--- config.mk ---
export PLATFORM = sky130hd
export DESIGN_NAME = tprm_dly
export DESIGN_NICKNAME = d
export VERILOG_FILES = /design/src/design/thermal_pixel_radiometric_map_macros.svh /design/src/design/tprm_dly.sv
export SDC_FILE = /design/constraint.sdc
export NUM_CORES = 1
export LEC_CHECK = 0
export ABC_AREA = 1
export BUFFER_PORTS_ARGS = -buffer_cell sky130_fd_sc_hd__clkbuf_2
export CAP_MARGIN = 20
export CORE_ASPECT_RATIO = 0.75
export CORE_MARGIN = 3
export CORE_UTILIZATION = 58
export CTS_BUF_LIST = sky130_fd_sc_hd__clkbuf_8
export DETAILED_ROUTE_END_ITERATION = 10
export PLACE_DENSITY = 0.93
export SYNTH_ARGS = -nofsm -noshare
export SYNTH_HDL_FRONTEND = slang
export SYNTH_SLANG_ARGS = --single-unit
--- constraint.sdc ---
create_clock -name clk -period 0.8 [get_ports clk]
set_input_delay 0.16 -clock clk [delete_from_list [all_inputs] [get_ports clk]]
set_output_delay 0.16 -clock clk [all_outputs]
set_load 0.01 [all_outputs]
--- src/design/thermal_pixel_radiometric_map_macros.svh ---
// Assertion macros shared by the radiometric map RTL.
`ifndef THERMAL_PIXEL_RADIOMETRIC_MAP_MACROS_SVH
`define THERMAL_PIXEL_RADIOMETRIC_MAP_MACROS_SVH

// Property that must hold at every clock edge out of reset.
`define TPRM_ASSERT_ALWAYS(label, expr, msg) \
    label: assert property (@(posedge clk) disable iff (!rst_n) (expr)) else $error(msg);

// Same-cycle implication.
`define TPRM_ASSERT_IMPL(label, ante, cons, msg) \
    label: assert property (@(posedge clk) disable iff (!rst_n) (ante) |-> (cons)) \
        else $error(msg);

// Next-cycle implication.
`define TPRM_ASSERT_NEXT(label, ante, cons, msg) \
    label: assert property (@(posedge clk) disable iff (!rst_n) (ante) |=> (cons)) \
        else $error(msg);

`endif

--- src/design/tprm_dly.sv ---
// Delay line that keeps side data aligned with a pipelined unit.
module tprm_dly #(
    parameter int W = 8,
    parameter int N = 4
) (
    input  logic         clk,
    input  logic         rst_n,
    input  logic         en,
    input  logic [W-1:0] din,
    output logic [W-1:0] dout
);

    logic [W-1:0] tap_reg [N];

    always_ff @(posedge clk or negedge rst_n)
    begin
        if (!rst_n)
        begin
            for (int i = 0; i < N; i++)
            begin
                tap_reg[i] <= '0;
            end
        end
        else if (en)
        begin
            tap_reg[0] <= din;
            for (int i = 1; i < N; i++)
            begin
                tap_reg[i] <= tap_reg[i-1];
            end
        end
    end

    assign dout = tap_reg[N-1];

endmodule

Word-level counts from Yosys, hierarchy flattened. Index checks and enable logic that the tools add are counted.

Equality and inequality tests: 0. $mul: 0. Shifts and indexed selects: 0. Mux-type cells: 0. Add/subtract/negate cells: 0. Divide/modulo/power cells: 0. $lt $le $gt $ge: 0. Bitwise logic cells: 0. Reduce and logical (&&, ||, !) cells: 0.

Memories: 0. Latch bits: 0. Register bits after elaboration: 32. Output and inout bits: 8. Word-level logic and storage cells: 4. RAM bits: 0. ROM bits: 0. Bits of input ports: 11.

Longest topological paths before layout. Gate-level depths: netlist (run 1).

Word-level depth: 0. Depth in mapped cells: 5. Gate-level depth less buffers: 3.

Worst setup path after synthesis (run 1). OpenSTA, ideal clock, no wires.

Kind: reg2out. Start point: register tap_reg (netlist bit dout[2]). End point: output port dout[2]. Data required time: 640 ps. Path buffers: 1. Path slack: 139 ps. Cell stages (with the launch flop): 2. Arrival: 501 ps. Cell sequence: dfrtp_1 -> buf_4.

RTL lines: from (decl) (line tprm_dly.sv:13) `logic [W-1:0] tap_reg [N];`; from (signal, indexed assignment) (line tprm_dly.sv:29) `tap_reg[i] <= tap_reg[i-1];`; to (decl) (line tprm_dly.sv:10) `output logic [W-1:0] dout`.

No word-level cell between the ends.

Final worst setup path (run 1).
Start point: register tap_reg (netlist bit dout[4]). End point: output port dout[4].

No word-level cell between the ends.

==> results of run 1 <==
[placed cells by master (no fill, tap or decap), drive strengths merged]
cell	count
inv	3
dfrtp	32
clkbuf	23
buf	15
dlygate4sd3	1
nand2	96
[cells by family (layout without fill, tap and decap cells)]
| logic type | Yosys count | count (layout) | synth area share |
|---|---|---|---|
| and+or+nand+nor | 96 | 96 | 0.286 |
| DFF | 32 | 32 | 0.591 |
| buffers and inverters | 16 | 42 | 0.123 |
[power by group through the flow]
stage	clock, mW	sequential [mW]	combinational, mW
floorplan	0	1.92	0.361
global placement	0	1.94	0.400
detailed placement	0	1.95	0.423
CTS	1.22	1.91	0.498
global route	1.29	1.93	0.616
finish	1.21	1.91	0.547
[worst min path at each step]
stage,startpoint,to,slack [ns],cells after the start
after global placement,rst_n,tap_reg[30],0.12,2
final,din[6],tap_reg[30],0.09,3
after floorplan,rst_n,dout[0],-0.14,0
after CTS,din[6],tap_reg[30],0.08,3
after global routing,din[7],tap_reg[31],0.10,3
after detailed placement,rst_n,tap_reg[30],0.13,2
[timing repair]
| action | CTS | global route |
|---|---|---|
| hold buffers | 1 | 0 |
| endpoints found under the setup margin | 8 | 8 |
| setup buffers | 6 | 5 |
| endpoints found under the hold margin | 32 | 0 |
| resized for setup | 0 | 3 |
| gates cloned | 0 | 0 |
[cell type report]
class / instances / area share
clock buffer: 6 / 0.0527
clock inverter: 2 / 0.00479
inverter: 1 / 0.00718
multi-input combinational: 96 / 0.251
sequential: 32 / 0.511
tap: 24 / 0.0192
timing repair buffer: 33 / 0.155
[per-stage QoR]
step                 TNS (ns)  power (mW)
floorplan                   0        2.28
global placement            0        2.34
detailed placement  -0.000445        2.37
CTS                     -1.16        3.63
global route            -1.62        3.83
finish                  -1.23        3.67
[metal layers]
layer	up-vias	GRT usage	part of all wire
met5	-	0	0
met2	26	0.294	0.51
met3	4	0.0593	0.051
met1	422	0.203	0.43
li1	469	-	-
met4	0	0.140	0.017
==> results.sh, run 1 <==
export IMPL_max_freq_ghz=1.05
export IMPL_fin_nets=180
export IMPL_worstPathRequired_ns=0.64
export IMPL_slew_viol_final=0
export IMPL_fp_dieW_um=61.8
export IMPL_reg2reg_slack_ns=-0.03
export IMPL_post_dp_hpwl_um=1400
export IMPL_vias_per_cell=4.75
export IMPL_path_cells="clkbuf_2"
export IMPL_criticalPathCategory="reg -> out"
export IMPL_synth_area_mm2=0.00136
export IMPL_cts_sinks=32
export IMPL_clk_pin_slew_ns=0.06
export IMPL_drt_wl_total_um=2270
export IMPL_drtAntennaViolNets=0
export IMPL_largest_reg_flops=24
export IMPL_final_area_mm2=0.00157
export IMPL_p_int_mw=2.75
export IMPL_maxCapViolCount=0
export IMPL_start_util=0.645
export IMPL_ys_seq_area_frac=0.591
export IMPL_synth_main_ff_cell="dfrtp_1"
export IMPL_port_buffers=18
export IMPL_first_iter_violations=19
export IMPL_vias=921
export IMPL_core_area_mm2=0.00210
export IMPL_grt_ovfl_total=0
export IMPL_final_cells=194
export IMPL_fill_cells=140
export IMPL_multiInputGateArea_um2=393
export IMPL_synth_cell_types=8
export IMPL_violations="negative setup slack"
export IMPL_postSynthAreaPerCell_um2=9.41
export IMPL_async_reset_ff_frac=1.00
export IMPL_r2r_end="dout[5]"
export IMPL_min_period_over_period=1.19
export IMPL_final_setup_skew_ns=0.00697
export IMPL_critPathTopFamily="flip-flops"
export IMPL_clockBufferDepth=2
export IMPL_dr_pass1_iters=4
export IMPL_yosys_area_top_type_share=0.591
export IMPL_critical_path_arrival_ns=0.79
export IMPL_ys_top_cells_by_count="nand2_1, dfrtp_1, nand2_2, buf_4"
export IMPL_syn_nets=155
export IMPL_dpl_cell_count=174
export IMPL_worst_slew_pin_slew_ns=0.248
export IMPL_clockRootBuffer="clkbuf_8"
export IMPL_ff_latch_area_um2=801
export IMPL_yosysMostFrequentCell="nand2_1"
export IMPL_drc=0
export IMPL_synth_seq_cells=32
export IMPL_hold_class="in -> reg"
export IMPL_insertion_delay_ns=0.27
export IMPL_gp_congestion=0.734
export IMPL_synth_area_top_cells="dfrtp_1, nand2_1, nand2_2"
export IMPL_cp_slowest_cell="dfrtp_1"
export IMPL_cp_depth=1
export IMPL_syn_instance_count=144
export IMPL_final_util=0.746
export IMPL_antenna_found_initial=0
export IMPL_switching_power_mw=0.916
export IMPL_relSlewSlack=0.835
export IMPL_detail_route_wl_per_cell_um=11.7
export IMPL_max_vdd_ir_drop_uv=1840
export IMPL_grt_pass1_vias=877
export IMPL_r2r_cells=4
export IMPL_swShare=0.250
export IMPL_endpoint_kind="output pin"
export IMPL_grt_pass1_wl_um=3640
export IMPL_fin_crit_ns=0.950
export IMPL_place_ws_ns=-0.000445
export IMPL_synth_edf_count=0
export IMPL_crit_start="dout[4]"
export IMPL_synthToLayoutAreaGrowth_pct=15.7
export IMPL_regToRegStartpoint="dout[5]"
export IMPL_hold_violations=0
export IMPL_grt_max_degree=33
export IMPL_layout_drive_gt1_share=0.306
export IMPL_place_area_mm2=0.00138
export IMPL_setup_violations=12
export IMPL_power_share_clock=0.329
export IMPL_seq_power_share=0.522
export IMPL_power_density_mw_per_mm2=2340
export IMPL_p_leak_nw=0.906
export IMPL_worst_slack_ns=-0.150
export IMPL_numCtsBuffers=5
export IMPL_die_h_um=47.9
export IMPL_die_area_mm2=0.00296
export IMPL_slowest_delay_ns=0.39
export IMPL_yosys_area_top_type="dfrtp_1"
export IMPL_status="finished, violations left"
export IMPL_cp_num_buf_inv=1
export IMPL_cts_tree="done"
export IMPL_start_kind="register"
export IMPL_crit_fanout=2
export IMPL_grt_total_usage=0.182
export IMPL_worstSetupEndpoint="dout[4]"
export IMPL_ioPinCount=19
export IMPL_antenna_cells=0
export IMPL_cts_max_level=2
export IMPL_rows=14
export IMPL_ys_warn_count=0
export IMPL_p_comb_frac=0.149
export IMPL_timing_hold_ws_ns=0.0868
export IMPL_rsz0062_at_grt="true"
(Power assumes the default switching activity.)
==> run 2: changes to the inputs <==
--- a/config.mk
+++ b/config.mk
@@ -8,12 +8,12 @@
 export ABC_AREA = 1
 export BUFFER_PORTS_ARGS = -buffer_cell sky130_fd_sc_hd__clkbuf_2
 export CAP_MARGIN = 20
-export CORE_ASPECT_RATIO = 0.75
+export CORE_ASPECT_RATIO = 0.8
 export CORE_MARGIN = 3
-export CORE_UTILIZATION = 58
+export CORE_UTILIZATION = 50
 export CTS_BUF_LIST = sky130_fd_sc_hd__clkbuf_8
 export DETAILED_ROUTE_END_ITERATION = 10
-export PLACE_DENSITY = 0.93
+export PLACE_DENSITY = 0.83
 export SYNTH_ARGS = -nofsm -noshare
 export SYNTH_HDL_FRONTEND = slang
 export SYNTH_SLANG_ARGS = --single-unit
==> run 2 against run 1 <==
  * The run still ends with negative setup slack left
  * Largest cell class unchanged
  * Utilization shrank 12 points
  * Worst setup slack better by 0.0064 ns
  * Wire length fell by 9.2%
  * Via count decreased by 3.0%
  * Register-to-register slack barely moved
  * Largest power group unchanged
  * Clock-buffer cell count shrank 1
==> results.sh, run 2 (synthesized netlist as in run 1, its figures left out) <==
export IMPL_criticalPathCategory="reg -> out"
export IMPL_post_dp_hpwl_um=1300
export IMPL_insertion_delay_ns=0.27
export IMPL_drtAntennaViolNets=0
export IMPL_timing_hold_ws_ns=0.0887
export IMPL_largest_reg_flops=24
export IMPL_grt_ovfl_total=0
export IMPL_rsz0062_at_grt="true"
export IMPL_min_delay_worst_endpoint="tap_reg[25]"
export IMPL_cts_tree="done"
export IMPL_fin_crit_ns=0.943
export IMPL_worst_slack_ns=-0.143
export IMPL_layout_drive_gt1_share=0.296
export IMPL_start_util=0.537
export IMPL_fp_dieW_um=64.2
export IMPL_die_h_um=52.6
export IMPL_drc=0
export IMPL_grt_total_usage=0.145
export IMPL_antenna_cells=0
export IMPL_max_vdd_ir_drop_uv=1390
export IMPL_critical_path_arrival_ns=0.78
export IMPL_clk_pin_slew_ns=0.06
export IMPL_fin_nets=179
export IMPL_die_area_mm2=0.00337
export IMPL_regToRegStartpoint="dout[1]"
export IMPL_path_cells="clkbuf_2"
export IMPL_hold_depth=3
export IMPL_hold_violations=0
export IMPL_core_area_mm2=0.00252
export IMPL_reg2reg_slack_ns=-0.04
export IMPL_hp_start="din[1]"
export IMPL_vias=893
export IMPL_dr_pass1_iters=4
export IMPL_vias_per_cell=4.36
export IMPL_fin_tns_setup_ns=-1.17
export IMPL_final_setup_skew_ns=0.00591
export IMPL_max_freq_ghz=1.06
export IMPL_r2r_cells=4
export IMPL_power_density_mw_per_mm2=2440
export IMPL_critPathTopFamily="flip-flops"
export IMPL_grt_pass1_vias=868
export IMPL_first_iter_violations=34
export IMPL_detail_route_wl_per_cell_um=10.1
export IMPL_status="finished, violations left"
export IMPL_crit_fanout=2
export IMPL_worst_slew_pin_slew_ns=0.224
export IMPL_drt_wl_total_um=2060
export IMPL_crit_start="dout[0]"
export IMPL_relSlewSlack=0.851
export IMPL_dpl_cell_count=186
export IMPL_p_leak_nw=0.907
export IMPL_place_ws_ns=0.0247
export IMPL_ioPinCount=19
export IMPL_numCtsBuffers=5
export IMPL_start_kind="register"
export IMPL_synthToLayoutAreaGrowth_pct=17.2
export IMPL_hold_class="in -> reg"
export IMPL_cts_resized=0
export IMPL_cts_max_level=2
export IMPL_final_cell_mix="nand2_1, dfrtp_1, clkbuf_2, nand2_2, buf_4"
export IMPL_violations="negative setup slack"
export IMPL_gp_congestion=0.718
export IMPL_final_cells=205
export IMPL_maxCapViolCount=0
export IMPL_setup_violations=10
export IMPL_cts_sinks=32
export IMPL_clockRootBuffer="clkbuf_8"
export IMPL_final_common_cell="nand2_1"
export IMPL_grt_pass1_wl_um=3640
export IMPL_port_buffers=18
export IMPL_antenna_found_initial=0
export IMPL_cp_num_buf_inv=1
export IMPL_cp_slowest_cell="dfrtp_1"
export IMPL_worstPathRequired_ns=0.64
export IMPL_rows=16
export IMPL_slew_viol_final=0
export IMPL_min_period_over_period=1.18
export IMPL_r2r_end="dout[1]"
export IMPL_endpoint_kind="output pin"
export IMPL_clockBufferDepth=2
export IMPL_slowest_delay_ns=0.38
export IMPL_grt_max_degree=33
## run 2: per-layer routing
metal  global-route usage  wire, um  vias up
li1                     -         -      463
met1                0.169       911      405
met2                0.244      1010       21
met3               0.0579       124        4
met4               0.0526        21        0
met5                    0         0        -
## run 2: what timing repair did
action,4_1_cts,5_1_grt
endpoints found under the hold margin,32,0
hold buffers,1,0
buffers inserted,8,2
pin swaps,0,0
setup endpoints to repair,8,8
## run 2: metrics by stage
step / instance area (um2) / utilization / power, mW
6_report: 1590 / 0.629 / 3.87
5_1_grt: 1590 / 0.629 / 4.07
4_1_cts: 1570 / 0.624 / 3.89
3_3_place_gp: 1400 / 0.553 / 2.33
2_1_floorplan: 1360 / - / 2.28
3_5_place_dp: 1400 / 0.553 / 2.36
## run 2: final cells by class
| type | count | area, um2 |
|---|---|---|
| sequential | 32 | 801 |
| fill | 237 | 935 |
| tap | 36 | 45.0 |
| timing repair buffer | 32 | 235 |
| multi-input combinational | 96 | 388 |
| clock inverter | 3 | 38.8 |
| inverter | 1 | 11.3 |
| clock buffer | 5 | 68.8 |
## run 2: where the power goes
group | switching (mW) | internal, mW | total (mW)
combinational | 0.264 | 0.258 | 0.521
sequential | 0.104 | 1.81 | 1.91
clock | 0.534 | 0.910 | 1.44
## run 2: how the worst max path moves through the flow
stage / end / slack [ns] / depth (start not counted)
CTS: dout[7] / -0.15 / 1
global placement: dout[1] / 0.06 / 4
global route: dout[2] / -0.19 / 1
detailed placement: tap_reg[28] / 0.02 / 4
floorplan: dout[2] / 0.14 / 1
finish: dout[0] / -0.14 / 1
==> run 3: changes to the inputs <==
--- a/config.mk
+++ b/config.mk
@@ -13,6 +13,7 @@
 export CORE_UTILIZATION = 50
 export CTS_BUF_LIST = sky130_fd_sc_hd__clkbuf_8
 export DETAILED_ROUTE_END_ITERATION = 10
+export HOLD_SLACK_MARGIN = 0.1
 export PLACE_DENSITY = 0.83
 export SYNTH_ARGS = -nofsm -noshare
 export SYNTH_HDL_FRONTEND = slang
==> run 3 against run 2 <==
  * The run still ends with negative setup slack left
  * Non-clock buffer count grew 8
  * Maximum frequency shrank 0.27%
  * Die area unchanged
  * Cell count up 3.9%
  * Power rose by 0.83%
  * Wire length grew 4.4%
  * Register-to-register slack is essentially flat
  * Critical path type unchanged
  * Largest cell class unchanged
==> results.sh, run 3 (synthesized netlist as in run 1, its figures left out) <==
export IMPL_status="finished, violations left"
export IMPL_violations="negative setup slack"
export IMPL_layout_drive_gt1_share=0.282
export IMPL_p_comb_frac=0.142
export IMPL_ioPinCount=19
export IMPL_slowest_delay_ns=0.38
export IMPL_insertion_delay_ns=0.27
export IMPL_power_density_mw_per_mm2=2340
export IMPL_drt_wl_total_um=2150
export IMPL_start_kind="register"
export IMPL_cp_num_buf_inv=1
export IMPL_max_freq_ghz=1.06
export IMPL_final_common_cell="nand2_1"
export IMPL_hold_class="in -> async"
export IMPL_worstPathRequired_ns=0.64
export IMPL_place_area_mm2=0.00140
export IMPL_cts_tree="done"
export IMPL_critPathTopFamily="flip-flops"
export IMPL_die_h_um=52.6
export IMPL_critical_path_arrival_ns=0.79
export IMPL_power_share_clock=0.369
export IMPL_rows=16
export IMPL_antenna_found_initial=0
export IMPL_cts_sinks=32
export IMPL_cts_max_level=2
export IMPL_vias=935
export IMPL_swShare=0.232
export IMPL_hold_violations=0
export IMPL_vias_per_cell=4.39
export IMPL_cts_resized=0
export IMPL_grt_total_usage=0.151
export IMPL_fin_tns_setup_ns=-1.18
export IMPL_slew_viol_final=0
export IMPL_first_iter_violations=35
export IMPL_grt_pass1_vias=907
export IMPL_p_leak_nw=0.940
export IMPL_drc=0
export IMPL_max_vdd_ir_drop_uv=1400
export IMPL_worst_slack_ns=-0.146
export IMPL_endpoint_kind="output pin"
export IMPL_port_buffers=18
export IMPL_dr_pass1_iters=4
export IMPL_clk_pin_slew_ns=0.06
export IMPL_clockRootBuffer="clkbuf_8"
export IMPL_criticalPathCategory="reg -> out"
export IMPL_post_dp_hpwl_um=1300
export IMPL_detail_route_wl_per_cell_um=10.1
export IMPL_die_area_mm2=0.00337
export IMPL_antenna_cells=0
export IMPL_fin_crit_ns=0.946
export IMPL_drtAntennaViolNets=0
export IMPL_switching_power_mw=0.908
export IMPL_min_period_over_period=1.18
export IMPL_core_area_mm2=0.00252
export IMPL_rsz0062_at_grt="true"
export IMPL_final_setup_skew_ns=0.00608
export IMPL_crit_fanout=2
export IMPL_grt_pass1_wl_um=3800
export IMPL_clockBufferDepth=2
export IMPL_cp_slowest_cell="dfrtp_1"
export IMPL_seq_power_share=0.489
export IMPL_p_int_mw=3.00
export IMPL_place_ws_ns=0.0247
export IMPL_numCtsBuffers=5
export IMPL_fin_nets=187
export IMPL_dpl_cell_count=186
export IMPL_relSlewSlack=0.851
export IMPL_synthToLayoutAreaGrowth_pct=23.1
export IMPL_worst_slew_pin_slew_ns=0.224
export IMPL_grt_max_degree=33
export IMPL_fp_dieW_um=64.2
export IMPL_path_cells="clkbuf_2"
export IMPL_maxCapViolCount=0
export IMPL_final_cell_mix="nand2_1, dfrtp_1, clkbuf_2, nand2_2, buf_4"
export IMPL_setup_violations=10
export IMPL_grt_ovfl_total=0
export IMPL_final_area_mm2=0.00167
export IMPL_gp_congestion=0.718
export IMPL_start_util=0.537
export IMPL_final_cells=213
export IMPL_largest_reg_flops=24
[run 3: changes by cell type in the layout (fill, tap and decap cells not counted), sizes merged]
cell,previous run,this run
dlygate4sd3,1,9
[run 3: path summary, 6_finish.rpt]
kind                                   from          end  slack, ns  cells after the start
worst max-delay path                dout[1]      dout[1]      -0.15                      1
worst min-delay path                  rst_n  tap_reg[19]       0.37                      3
min in group clk                         en  tap_reg[19]       0.38                      4
max in group asynchronous             rst_n  tap_reg[31]       0.27                      3
worst max register to register      dout[1]      dout[1]      -0.05                      4
worst min register to register  tap_reg[30]  tap_reg[30]       0.47                      2
[run 3: what timing repair did]
| action | 4_1_cts | 5_1_grt |
|---|---|---|
| endpoints found under the hold margin | 40 | 0 |
| hold buffers | 9 | 0 |
| cloned | 0 | 0 |
| setup buffers | 8 | 2 |
| endpoints found under the setup margin | 8 | 8 |
[run 3: per-layer routing]
layer	part of all wire	up-vias	global-route usage
met5	0	-	0
met4	0.0097	0	0.0526
met3	0.052	4	0.0579
met2	0.50	20	0.266
met1	0.43	432	0.169
li1	-	479	-
[run 3: per-stage QoR]
step           hold WS, ns  utilization  power, mW
2_1_floorplan       -0.136            -       2.28
3_3_place_gp         0.126        0.553       2.33
3_5_place_dp         0.129        0.553       2.36
4_1_cts              0.381        0.655       3.92
5_1_grt              0.388        0.661       4.11
6_report             0.372        0.661       3.91
[run 3: layout make-up]
class / instances / area [um2]
clock buffer: 5 / 68.8
multi-input combinational: 96 / 388
timing repair buffer: 40 / 315
fill: 224 / 855
clock inverter: 3 / 38.8
sequential: 32 / 801
inverter: 1 / 11.3
tap: 36 / 45.0
[run 3: power by group through the flow]
stage               Clock, mW  Combinational (mW)  Sequential [mW]
finish                   1.44               0.553             1.91
global route             1.54               0.627             1.94
CTS                      1.47               0.542             1.91
detailed placement          0               0.418             1.94
global placement            0               0.398             1.93
floorplan                   0               0.361             1.92
