File: src/design/thermal_pixel_radiometric_map_macros.svh
// Assertion macros shared by the radiometric map RTL.
`ifndef THERMAL_PIXEL_RADIOMETRIC_MAP_MACROS_SVH
`define THERMAL_PIXEL_RADIOMETRIC_MAP_MACROS_SVH

// Property that must hold at every clock edge out of reset.
`define TPRM_ASSERT_ALWAYS(label, expr, msg) \
    label: assert property (@(posedge clk) disable iff (!rst_n) (expr)) else $error(msg);

// Same-cycle implication.
`define TPRM_ASSERT_IMPL(label, ante, cons, msg) \
    label: assert property (@(posedge clk) disable iff (!rst_n) (ante) |-> (cons)) \
        else $error(msg);

// Next-cycle implication.
`define TPRM_ASSERT_NEXT(label, ante, cons, msg) \
    label: assert property (@(posedge clk) disable iff (!rst_n) (ante) |=> (cons)) \
        else $error(msg);

`endif

File: src/design/tprm_div.sv
// Pipelined restoring unsigned divider, one quotient bit per stage.
module tprm_div #(
    parameter int NW = 32,
    parameter int DW = 16,
    parameter int QW = 16
) (
    input  logic          clk,
    input  logic          en,
    input  logic [NW-1:0] num,
    input  logic [DW-1:0] den,
    output logic [QW-1:0] quo
);

    localparam int EW = (NW > DW + QW) ? NW : DW + QW;

    logic [NW-1:0] rem_s [QW];
    logic [DW-1:0] den_s [QW];
    logic [QW-1:0] quo_s [QW+1];

    assign rem_s[0] = num;
    assign den_s[0] = den;
    assign quo_s[0] = '0;

    // Stage k settles quotient bit QW-1-k; the quotient must fit in QW bits.
    for (genvar k = 0; k < QW; k++)
    begin : g_stage
        logic [EW-1:0] shifted;
        logic          take;
        logic [QW-1:0] quo_reg;

        assign shifted = EW'(den_s[k]) << (QW - 1 - k);
        assign take    = EW'(rem_s[k]) >= shifted;

        always_ff @(posedge clk)
        begin
            if (en)
            begin
                quo_reg <= quo_s[k] | (take ? (QW'(1) << (QW - 1 - k)) : '0);
            end
        end
        assign quo_s[k+1] = quo_reg;

        if (k < QW - 1)
        begin : g_carry
            logic [NW-1:0] rem_reg;
            logic [DW-1:0] den_reg;

            always_ff @(posedge clk)
            begin
                if (en)
                begin
                    rem_reg <= take ? NW'(EW'(rem_s[k]) - shifted) : rem_s[k];
                    den_reg <= den_s[k];
                end
            end
            assign rem_s[k+1] = rem_reg;
            assign den_s[k+1] = den_reg;
        end
    end

    assign quo = quo_s[QW];

endmodule

File: config.mk
export PLATFORM = sky130hd
export DESIGN_NAME = tprm_div
export DESIGN_NICKNAME = d
export VERILOG_FILES = /design/src/design/thermal_pixel_radiometric_map_macros.svh /design/src/design/tprm_div.sv
export SDC_FILE = /design/constraint.sdc
export NUM_CORES = 1
export LEC_CHECK = 0
export ABC_AREA = 1
export BUFFER_PORTS_ARGS = -buffer_cell sky130_fd_sc_hd__buf_2
export CAP_MARGIN = 20
export CORE_MARGIN = 2
export CORE_UTILIZATION = 60
export CTS_BUF_LIST = sky130_fd_sc_hd__clkbuf_2
export CTS_CLUSTER_DIAMETER = 200
export DETAILED_ROUTE_END_ITERATION = 8
export PLACE_DENSITY = 0.81
export SLEW_MARGIN = 10
export SYNTH_ARGS = -nofsm -noshare
export SYNTH_HDL_FRONTEND = slang
export SYNTH_SLANG_ARGS = --single-unit
File: constraint.sdc
create_clock -name clk -period 6.2 [get_ports clk]
set_input_delay 0.62 -clock clk [delete_from_list [all_inputs] [get_ports clk]]
set_output_delay 0.62 -clock clk [all_outputs]
set_load 0.005 [all_outputs]
### Word-level counts from Yosys, hierarchy flattened

Cells that the tools add are included.

* output and inout port bits: 16
* word-level logic and storage cells: 123
* input bits: 50
* flip-flop bits (word level): 976

* magnitude comparators: 16
* multiplexer cells: 31
* add/sub/neg operators: 15
* bitwise logic cells: 15

Operators by type and width (count)
* $mux 32: 15
* $ge 32x16->1: 1
* $ge 32x17->1: 1
* $ge 32x18->1: 1
* $ge 32x19->1: 1
* $ge 32x20->1: 1
* $ge 32x21->1: 1
* $ge 32x22->1: 1
* $ge 32x23->1: 1
* $ge 32x24->1: 1
* $ge 32x25->1: 1
* $ge 32x26->1: 1
* $ge 32x27->1: 1
* $ge 32x28->1: 1
* $ge 32x29->1: 1
* $ge 32x30->1: 1
* $ge 32x31->1: 1
* $sub 32x17->32: 1
* $sub 32x18->32: 1
* $sub 32x19->32: 1
* $sub 32x20->32: 1
* $sub 32x21->32: 1
* $sub 32x22->32: 1
* $sub 32x23->32: 1
* other kinds (39): 39

### Logic depth before layout (Yosys ltp)

Gate-level depths: netlist of run 1.

* depth in word-level cells: 3
* depth in mapped cells: 16
* gate-level depth less buffers: 15

### Worst setup path before layout of run 1

Ideal clock, no wire load.

* path type: input to register
* start: input num[15]
* end: register g_stage[0].g_carry.rem_reg[29], data pin
* required time: 5.947 ns
* library setup time: 0.253 ns
* cell stages on the path: 11
* path buffers: 0
* path slack: 3.895 ns
* data arrival time: 2.052 ns
* cell sequence: inv_1 -> ha_1 -> fa_1 -> o21ai_0 -> nand2_1 -> nand2_1 -> nand2_1 -> nand2_1 -> nand2_1 -> nand3_2 -> nand2_1

* longest elaborated chain between the ends: 2
* elaborated cells on any way between the ends: 3
* classes of those cells: 1 x add/sub; 1 x order compare; 1 x mux

Ends and longest elaborated chain
* start: declaration: RTL line tprm_div.sv:9 `input logic [NW-1:0] num,`
* $sub 32x31->32 / $ge 32x31->1 (equally long branches): RTL line tprm_div.sv:52, tprm_div.sv:32
* $mux 32 (*): RTL line tprm_div.sv:52 `rem_reg <= take ? NW'(EW'(rem_s[k]) - shifted) : rem_s[k];`
* end signal: assignment: RTL line tprm_div.sv:52
* end: declaration: RTL line tprm_div.sv:45 `logic [NW-1:0] rem_reg;`

Every way passes the cells marked *; elsewhere a longest branch is shown, timed or not.
A chain may end at the register's enable or synchronous reset.

### Final worst setup path of run 1

* start: register g_stage[5].g_carry.rem_reg[11]
* end: register g_stage[6].g_carry.rem_reg[24], data pin

* longest elaborated chain between the ends: 2
* elaborated cells on any way between the ends: 3
* classes of those cells: 1 x add/sub; 1 x order compare; 1 x mux

Ends and longest elaborated chain (RTL line)
* start: declaration: tprm_div.sv:45
* start signal: assignment: tprm_div.sv:52
* $sub 32x25->32 / $ge 32x25->1 (equally long branches): tprm_div.sv:52, tprm_div.sv:32
* $mux 32 (*): tprm_div.sv:52
* end signal: assignment: tprm_div.sv:52
* end: declaration: tprm_div.sv:45

Marks and branches as above.

==> metrics.txt, run 1 <==
# TYPE chip_impl_metric gauge
chip_impl_metric{name="initial_utilization",unit="%"} 60.3
chip_impl_metric{name="worstPathMaxFanout",unit=""} 21
chip_impl_metric{name="numPortBuffers",unit=""} 65
chip_impl_metric{name="fin_util",unit="%"} 65.5
chip_impl_metric{name="synth_edf_count",unit=""} 856
chip_impl_metric{name="seq_area_frac_synth",unit="%"} 49.3
chip_impl_metric{name="final_layout_size_suffix_gt1_share",unit="%"} 8.69
chip_impl_metric{name="die_ht",unit="µm"} 299
chip_impl_info{name="synth_top_family_by_area",value="simple AND/OR/NAND/NOR gates"} 1
chip_impl_metric{name="cts_made_buffers",unit=""} 212
chip_impl_metric{name="antenna_found_initial",unit=""} 4
chip_impl_metric{name="synth_area",unit="µm²"} 52100
chip_impl_metric{name="dp_hpwl",unit="µm"} 103000
chip_impl_metric{name="drt-pass1-iter-count",unit=""} 9
chip_impl_metric{name="cts.sinks",unit=""} 856
chip_impl_metric{name="cts.path.max_buffers",unit=""} 3
chip_impl_metric{name="die_outline_area",unit="µm²"} 89200
chip_impl_metric{name="routed_via_density",unit=""} 5.41
chip_impl_metric{name="min_period_over_period",unit="%"} 51.1
chip_impl_metric{name="syn2layout_area_growth",unit="%"} 8.61
chip_impl_metric{name="final_period_minus_worst_setup_slack",unit="ns"} 3.17
chip_impl_metric{name="clkSlewWorstSetupHoldPaths",unit="ns"} 0.10
chip_impl_metric{name="overflow",unit=""} 0
chip_impl_metric{name="width_of_the_die",unit="µm"} 299
chip_impl_metric{name="gr-usage-all-layers",unit="%"} 30.4
chip_impl_metric{name="synth_compound_area_share",unit="%"} 5.15
chip_impl_metric{name="setup_total_negative_slack",unit="ns"} 0
chip_impl_metric{name="yosys.area_share.simple",unit="%"} 27.6
chip_impl_metric{name="gates_resized_cts_repair",unit=""} 0
chip_impl_metric{name="grt_max_degree",unit=""} 181
chip_impl_metric{name="achievable-frequency",unit="MHz"} 316
chip_impl_metric{name="leakage",unit="nW"} 26.6
chip_impl_info{name="element_type_at_the_critical_path_start",value="flop"} 1
chip_impl_metric{name="postSynth.asyncResetShare",unit="%"} 0
chip_impl_info{name="critPathCaptureType",value="flop"} 1
chip_impl_info{name="gr-max-usage-layer",value="met2"} 1
chip_impl_metric{name="final_max_slew_viol_count",unit=""} 0
chip_impl_metric{name="yosys.cell_types.count",unit=""} 48
chip_impl_metric{name="wl_per_cell",unit="µm"} 17.2
chip_impl_metric{name="regArea",unit="µm²"} 25700
chip_impl_metric{name="finClkSkew",unit="ns"} 0.125
chip_impl_metric{name="gp_routability_congestion",unit=""} 0.991
chip_impl_metric{name="multi_input_area",unit="µm²"} 21800
chip_impl_metric{name="drc",unit=""} 0
chip_impl_metric{name="post_synth_mux_area_share",unit="%"} 0
chip_impl_metric{name="fillers",unit=""} 7144
chip_impl_metric{name="powerDensity",unit="nW/µm²"} 385
chip_impl_metric{name="floorplan.rows",unit=""} 108
chip_impl_metric{name="post_route_hold_slack",unit="ns"} 0.132
chip_impl_metric{name="timing.max_slew.rel_slack",unit="%"} 28.6
chip_impl_metric{name="number_of_flip_flops_in_the_largest_register",unit=""} 480
chip_impl_metric{name="drt-total-wl",unit="µm"} 137000
chip_impl_metric{name="synth_xor_xnor_area_share",unit="%"} 2.44
chip_impl_metric{name="synth-warning-count",unit=""} 0
chip_impl_metric{name="worst-endpoint-arrival",unit="ns"} 4.40
chip_impl_metric{name="met1_usage",unit="%"} 38.7
chip_impl_metric{name="cts_max_level",unit=""} 4
chip_impl_info{name="ctsRootBufferMaster",value="clkbuf_2"} 1
chip_impl_metric{name="postSynthCellCount",unit=""} 6285
chip_impl_metric{name="grt_pass1_vias",unit=""} 41200
chip_impl_metric{name="post-synth-top-area-fraction",unit="%"} 49.3
chip_impl_info{name="grt_setup_unrepaired",value="no"} 1
chip_impl_metric{name="mappedNetlistNets",unit=""} 6606
chip_impl_metric{name="synthAdderAreaFrac",unit="%"} 6.72
chip_impl_info{name="setup.worst_path.class",value="reg -> reg"} 1
chip_impl_metric{name="globalRouteMet3Util",unit="%"} 4.93
chip_impl_info{name="outcome",value="finished clean"} 1
chip_impl_metric{name="floorplan.core_area",unit="µm²"} 86300
chip_impl_metric{name="clock_latency",unit="ns"} 1.58
chip_impl_metric{name="worstPathRequired",unit="ns"} 7.43
chip_impl_info{name="commonest_cells_post_synth",value="2192 x nand2_1, 1050 x inv_1, 856 x edfxtp_1"} 1
chip_impl_metric{name="maxCapViolations",unit=""} 0
chip_impl_info{name="ys_dominant_reg_cell",value="edfxtp_1"} 1
chip_impl_metric{name="grt_pass1_wl",unit="µm"} 214000
chip_impl_metric{name="count_of_nets_left_with_antenna_violations_after_detail_routing",unit=""} 0
chip_impl_metric{name="irDropWorstVdd",unit="V"} 0.000218
chip_impl_metric{name="via_count",unit=""} 43100
chip_impl_metric{name="max_slew.worst_pin.slew",unit="ns"} 1.07
chip_impl_metric{name="avgSynthCellArea",unit="µm²"} 8.29
chip_impl_info{name="post_synth_main_area_contributors",value="edfxtp_1 49%, nand2_1 16%, inv_1 7.6%, ha_1 6.1%, nor2_1 3.8%"} 1
chip_impl_metric{name="groute.layer.met2.usage",unit="%"} 51.8
chip_impl_metric{name="flip_flop_and_latch_count_after_synthesis",unit=""} 856
chip_impl_metric{name="setup_viol",unit=""} 0
chip_impl_metric{name="dp.cells",unit=""} 7460
chip_impl_metric{name="post_layout_nonfiller_instances",unit=""} 7966
chip_impl_metric{name="num_io_pins",unit=""} 66
chip_impl_info{name="tritoncts",value="yes"} 1
chip_impl_info{name="synth_most_common_cell",value="nand2_1"} 1
chip_impl_metric{name="hold_viol_final",unit=""} 0
chip_impl_metric{name="fin_nets",unit=""} 6952
chip_impl_info{name="yosysTopAreaCell",value="edfxtp_1"} 1
chip_impl_metric{name="drtIter0Drc",unit=""} 4315
chip_impl_info{name="hold_path_class",value="in -> reg"} 1
layout make-up:
type | count | area share, %
multi-input cells | 4311 | 38.6
clock buffers | 292 | 2.58
repair buffers | 185 | 2.77
diodes | 11 | 0.0486
inverters | 1065 | 7.09
well taps | 1155 | 2.55
clock inverters | 91 | 0.938
flip-flops and latches | 856 | 45.4
final timing paths:
kind                                            start                                       end  slack, ns  cells after the start
min reg2reg   g_stage[5].g_carry.den_reg[6]$_DFFE_PP_   g_stage[6].g_carry.den_reg[6]$_DFFE_PP_       0.37                      0
max          g_stage[5].g_carry.rem_reg[11]$_DFFE_PP_  g_stage[6].g_carry.rem_reg[24]$_DFFE_PP_       3.03                     10
min                                           num[19]  g_stage[0].g_carry.rem_reg[19]$_DFFE_PP_       0.13                      4
max reg2reg  g_stage[5].g_carry.rem_reg[11]$_DFFE_PP_  g_stage[6].g_carry.rem_reg[24]$_DFFE_PP_       3.03                     10
cells by family after synthesis:
group | count (synthesis)
DFF | 856
xor gates and xnor gates | 145
and+or+nand+nor | 3443
AOI/OAI and AO/OA | 452
adders and majority gates | 271
buffers and inverters | 1118
timing repair:
| action | in CTS | in global routing |
|---|---|---|
| endpoints found under the setup margin | 0 | 0 |
| hold endpoints to repair | 200 | 0 |
| setup buffers | 0 | 0 |
| hold buffers | 112 | 0 |
critical path, stage by stage, from the launching register on:
cell and delay, ns:
edfxtp_1 0.41, ha_1 0.40, nand2_1 0.16, nor3_1 0.35, nand4_1 0.23, nand2_1 0.13
nand2_1 0.07, nand3_2 0.36, inv_1 0.49, nand2_1 0.19, nand2_1 0.07
layout by cell type, fill, tap and decap left out, types with 7 or more instances in the layout:
cell | netlist | layout
nor2_1 | 533 | 533
inv_1 | 1050 | 1050
o21ai_2 | 28 | 28
dlygate4sd3_1 | 0 | 112
edfxtp_1 | 856 | 856
o21ai_0 | 67 | 67
or2_2 | 13 | 13
diode_2 | 0 | 11
a21o_1 | 7 | 7
nor2_2 | 23 | 23
nor4_1 | 7 | 7
a21oi_2 | 54 | 54
nand2_2 | 24 | 24
a21oi_1 | 224 | 224
nand3_1 | 384 | 384
xor2_1 | 100 | 100
buf_2 | 4 | 64
nor3_1 | 62 | 62
inv_6 | 2 | 9
nand2_1 | 2192 | 2192
inv_2 | 11 | 14
nand3b_1 | 55 | 55
nand4_1 | 100 | 100
clkinv_1 | 0 | 55
o21bai_1 | 24 | 24
o21ai_1 | 38 | 38
fa_1 | 15 | 15
clkbuf_2 | 0 | 292
nand3_2 | 15 | 15
clkinv_2 | 0 | 18
ha_1 | 256 | 256
and2_1 | 12 | 12
xnor2_1 | 45 | 45
power by group:
group	internal (W)	leakage (nW)	switching, W	total (W)
clock	0.00149	1.49	0.00240	0.00389
combinational	0.00313	16.8	0.00599	0.00913
sequential	0.00788	8.25	0.000903	0.00878
stage by stage:
stage / power, W / worst slack, ns / cell area [µm²]
floorplan: 0.0152 / 3.89 / 52100
CTS: 0.0217 / 3.05 / 56600
global route: 0.0234 / 2.75 / 56600
global placement: 0.0176 / 3.17 / 53400
detailed placement: 0.0177 / 3.15 / 53400
finish: 0.0218 / 3.03 / 56600
routing by layer:
| layer | vias to the layer above | share of wire (%) |
|---|---|---|
| li1 | 21100 | - |
| met1 | 19800 | 41 |
| met2 | 1805 | 48 |
| met3 | 370 | 7.3 |
| met4 | 0 | 3.9 |
| met5 | - | 0 |
No activity file was read; power rests on OpenSTA's default activity.
==> run 2: changes to the inputs <==
- PLACE_DENSITY: 0.81 -> 0.84
- clock period: 6.2 -> 2.9 ns (I/O delays scaled with it)
==> run 2 against run 1 <==
  * Highest routed layer unchanged
  * Power grew 110%
  * Critical path depth grew 2
  * Worst hold slack gained 0.0028 ns
  * Die area is the same
==> metrics.txt, run 2 (same netlist as run 1, synthesis figures left out) <==
# TYPE chip_impl_metric gauge
chip_impl_info{name="outcome",value="finished clean"} 1
chip_impl_metric{name="clkSlewWorstSetupHoldPaths",unit="ns"} 0.09
chip_impl_metric{name="floorplan.rows",unit=""} 108
chip_impl_metric{name="maxCapViolations",unit=""} 0
chip_impl_info{name="hold_path_class",value="in -> reg"} 1
chip_impl_metric{name="drc",unit=""} 0
chip_impl_metric{name="number_of_flip_flops_in_the_largest_register",unit=""} 480
chip_impl_info{name="ctsRootBufferMaster",value="clkbuf_2"} 1
chip_impl_metric{name="setup_viol",unit=""} 0
chip_impl_metric{name="initial_utilization",unit="%"} 60.3
chip_impl_metric{name="routed_via_density",unit=""} 5.40
chip_impl_info{name="final_cell_mix",value="2192 x nand2_1, 1050 x inv_1, 856 x edfxtp_1"} 1
chip_impl_metric{name="dp.cells",unit=""} 7505
chip_impl_metric{name="final_max_slew_viol_count",unit=""} 0
chip_impl_metric{name="grt_max_degree",unit=""} 120
chip_impl_metric{name="setup_ws",unit="ns"} 0.00211
chip_impl_info{name="critPathSlowestCell",value="dlygate4sd3_1"} 1
chip_impl_metric{name="achievable-frequency",unit="MHz"} 345
chip_impl_metric{name="wirelength_met1",unit="µm"} 55600
chip_impl_info{name="grt_setup_unrepaired",value="no"} 1
chip_impl_info{name="crit_path_frequent_cell",value="dlygate4sd3_1"} 1
chip_impl_metric{name="powerDensity",unit="nW/µm²"} 816
chip_impl_info{name="layout.cells.most_common",value="nand2_1"} 1
chip_impl_metric{name="fillers",unit=""} 7039
chip_impl_metric{name="worstPathMaxFanout",unit=""} 7
chip_impl_metric{name="clock_latency",unit="ns"} 1.56
chip_impl_metric{name="min_period_over_period",unit="%"} 99.9
chip_impl_metric{name="finClkSkew",unit="ns"} 0.0887
chip_impl_metric{name="worst_setup_timing_slack_at_the_placement_stage",unit="ns"} 0.230
chip_impl_metric{name="cts_made_buffers",unit=""} 212
chip_impl_metric{name="cts.repair_timing.setup_buffer_count",unit=""} 0
chip_impl_metric{name="drtIter0Drc",unit=""} 3777
chip_impl_metric{name="cts_max_level",unit=""} 4
chip_impl_metric{name="leakage",unit="nW"} 27.0
chip_impl_metric{name="worstPathRequired",unit="ns"} 4.20
chip_impl_metric{name="syn2layout_area_growth",unit="%"} 10.1
chip_impl_metric{name="grt_pass1_wl",unit="µm"} 220000
chip_impl_info{name="series_of_cell_instances_along_the_critical_path",value="dlygate4sd3_1 > dlygate4sd3_1 > buf_2 > dlygate4sd3_1 > nor2_1 > nand4_1 > o21ai_0 > nand2_2 > nand4_1 > dlygate4sd3_1 > nand2_1 > dlygate4sd3_1"} 1
chip_impl_metric{name="irDropWorstVdd",unit="V"} 0.000597
chip_impl_info{name="element_type_at_the_critical_path_start",value="input pin"} 1
chip_impl_metric{name="wl_met3",unit="µm"} 9970
chip_impl_metric{name="die_ht",unit="µm"} 299
chip_impl_metric{name="final_period_minus_worst_setup_slack",unit="ns"} 2.90
chip_impl_metric{name="cts.path.max_buffers",unit=""} 3
chip_impl_info{name="tritoncts",value="yes"} 1
chip_impl_metric{name="dp_hpwl",unit="µm"} 106000
chip_impl_info{name="critPathCaptureType",value="flop"} 1
chip_impl_metric{name="worst-endpoint-arrival",unit="ns"} 4.20
chip_impl_metric{name="gates_resized_cts_repair",unit=""} 0
chip_impl_metric{name="fin_nets",unit=""} 7030
chip_impl_metric{name="grt_pass1_vias",unit=""} 42700
chip_impl_metric{name="timing.critical_path.slowest_cell_delay",unit="ns"} 0.59
chip_impl_metric{name="drt-pass1-iter-count",unit=""} 7
chip_impl_metric{name="met2RoutedLength",unit="µm"} 67300
chip_impl_metric{name="hold_viol_final",unit=""} 0
chip_impl_metric{name="floorplan.core_area",unit="µm²"} 86300
chip_impl_metric{name="count_of_nets_left_with_antenna_violations_after_detail_routing",unit=""} 0
chip_impl_metric{name="max_slew.worst_pin.slew",unit="ns"} 1.03
chip_impl_metric{name="via_count",unit=""} 43400
chip_impl_metric{name="overflow",unit=""} 0
chip_impl_metric{name="num_io_pins",unit=""} 66
chip_impl_metric{name="width_of_the_die",unit="µm"} 299
chip_impl_metric{name="wl_per_cell",unit="µm"} 17.4
chip_impl_metric{name="antenna_found_initial",unit=""} 2
chip_impl_metric{name="setup_total_negative_slack",unit="ns"} 0
chip_impl_metric{name="cts.sinks",unit=""} 856
chip_impl_metric{name="die_outline_area",unit="µm²"} 89200
chip_impl_info{name="top_layer",value="met4"} 1
chip_impl_metric{name="drt-total-wl",unit="µm"} 140000
chip_impl_metric{name="final_layout_size_suffix_gt1_share",unit="%"} 9.17
chip_impl_metric{name="timing.max_slew.rel_slack",unit="%"} 31.4
chip_impl_metric{name="gp_routability_congestion",unit=""} 0.971
chip_impl_metric{name="post_layout_nonfiller_instances",unit=""} 8040
chip_impl_metric{name="gr-usage-all-layers",unit="%"} 31.4
chip_impl_metric{name="numPortBuffers",unit=""} 65
chip_impl_info{name="setup.worst_path.class",value="in -> reg"} 1
==> run 2: final timing paths <==
path | start | to | slack [ns] | cells past startpoint
worst max register to register | g_stage[11].g_carry.den_reg[6]$_DFFE_PP_ | g_stage[12].g_carry.rem_reg[8]$_DFFE_PP_ | 0.16 | 13
worst max-delay path | num[3] | g_stage[0].g_carry.rem_reg[29]$_DFFE_PP_ | 0.002 | 12
worst min-delay path | den[8] | g_stage[0].g_carry.den_reg[8]$_DFFE_PP_ | 0.13 | 3
worst min register to register | g_stage[11].quo_reg[15]$_DFFE_PP_ | g_stage[12].quo_reg[15]$_DFFE_PP_ | 0.39 | 0
==> run 2: routing by layer <==
metal	global-route usage [%]	up-vias
met1	38.7	19800
met2	54.1	1810
li1	-	21300
met4	14.9	0
met5	0	-
met3	4.99	460
==> run 2: layout make-up <==
type                            count  area [µm²]  share of cell area [%]
Inverter                         1065        4010                    6.99
Timing Repair Buffer              263        2340                    4.08
Antenna cell                        5        12.5                  0.0218
Tap cell                         1155        1450                    2.52
Clock inverter                     97         573                   0.999
Multi-Input combinational cell   4311       21800                    38.1
Clock buffer                      288        1440                    2.51
Sequential cell                   856       25700                    44.8
==> run 2: power by group <==
| group | switching (W) | internal (W) |
|---|---|---|
| Combinational | 0.0128 | 0.00681 |
| Sequential | 0.00193 | 0.0168 |
| Clock | 0.00519 | 0.00319 |
| Total | 0.0200 | 0.0268 |
==> run 2: per-stage QoR <==
step	hold WS [ns]	utilization (%)	cell area [µm²]	power, W
2_1_floorplan	0.389	-	52100	0.0324
3_3_place_gp	0.401	62.4	53900	0.0376
3_5_place_dp	0.405	62.4	53900	0.0380
4_1_cts	0.0180	66.4	57400	0.0466
5_1_grt	0.0465	66.4	57400	0.0503
6_report	0.134	66.4	57400	0.0468
==> run 2: critical path: cells and delay by family <==
family	cells	cell delay (ns)
buffers and inverters	6	2.98
and+or+nand+nor	5	0.67
AOI/OAI and AO/OA	1	0.27
==> run 2: repair_timing <==
item | in CTS | in global routing
endpoints found under the hold margin | 905 | 0
hold buffers | 145 | 0
endpoints found under the setup margin | 0 | 0
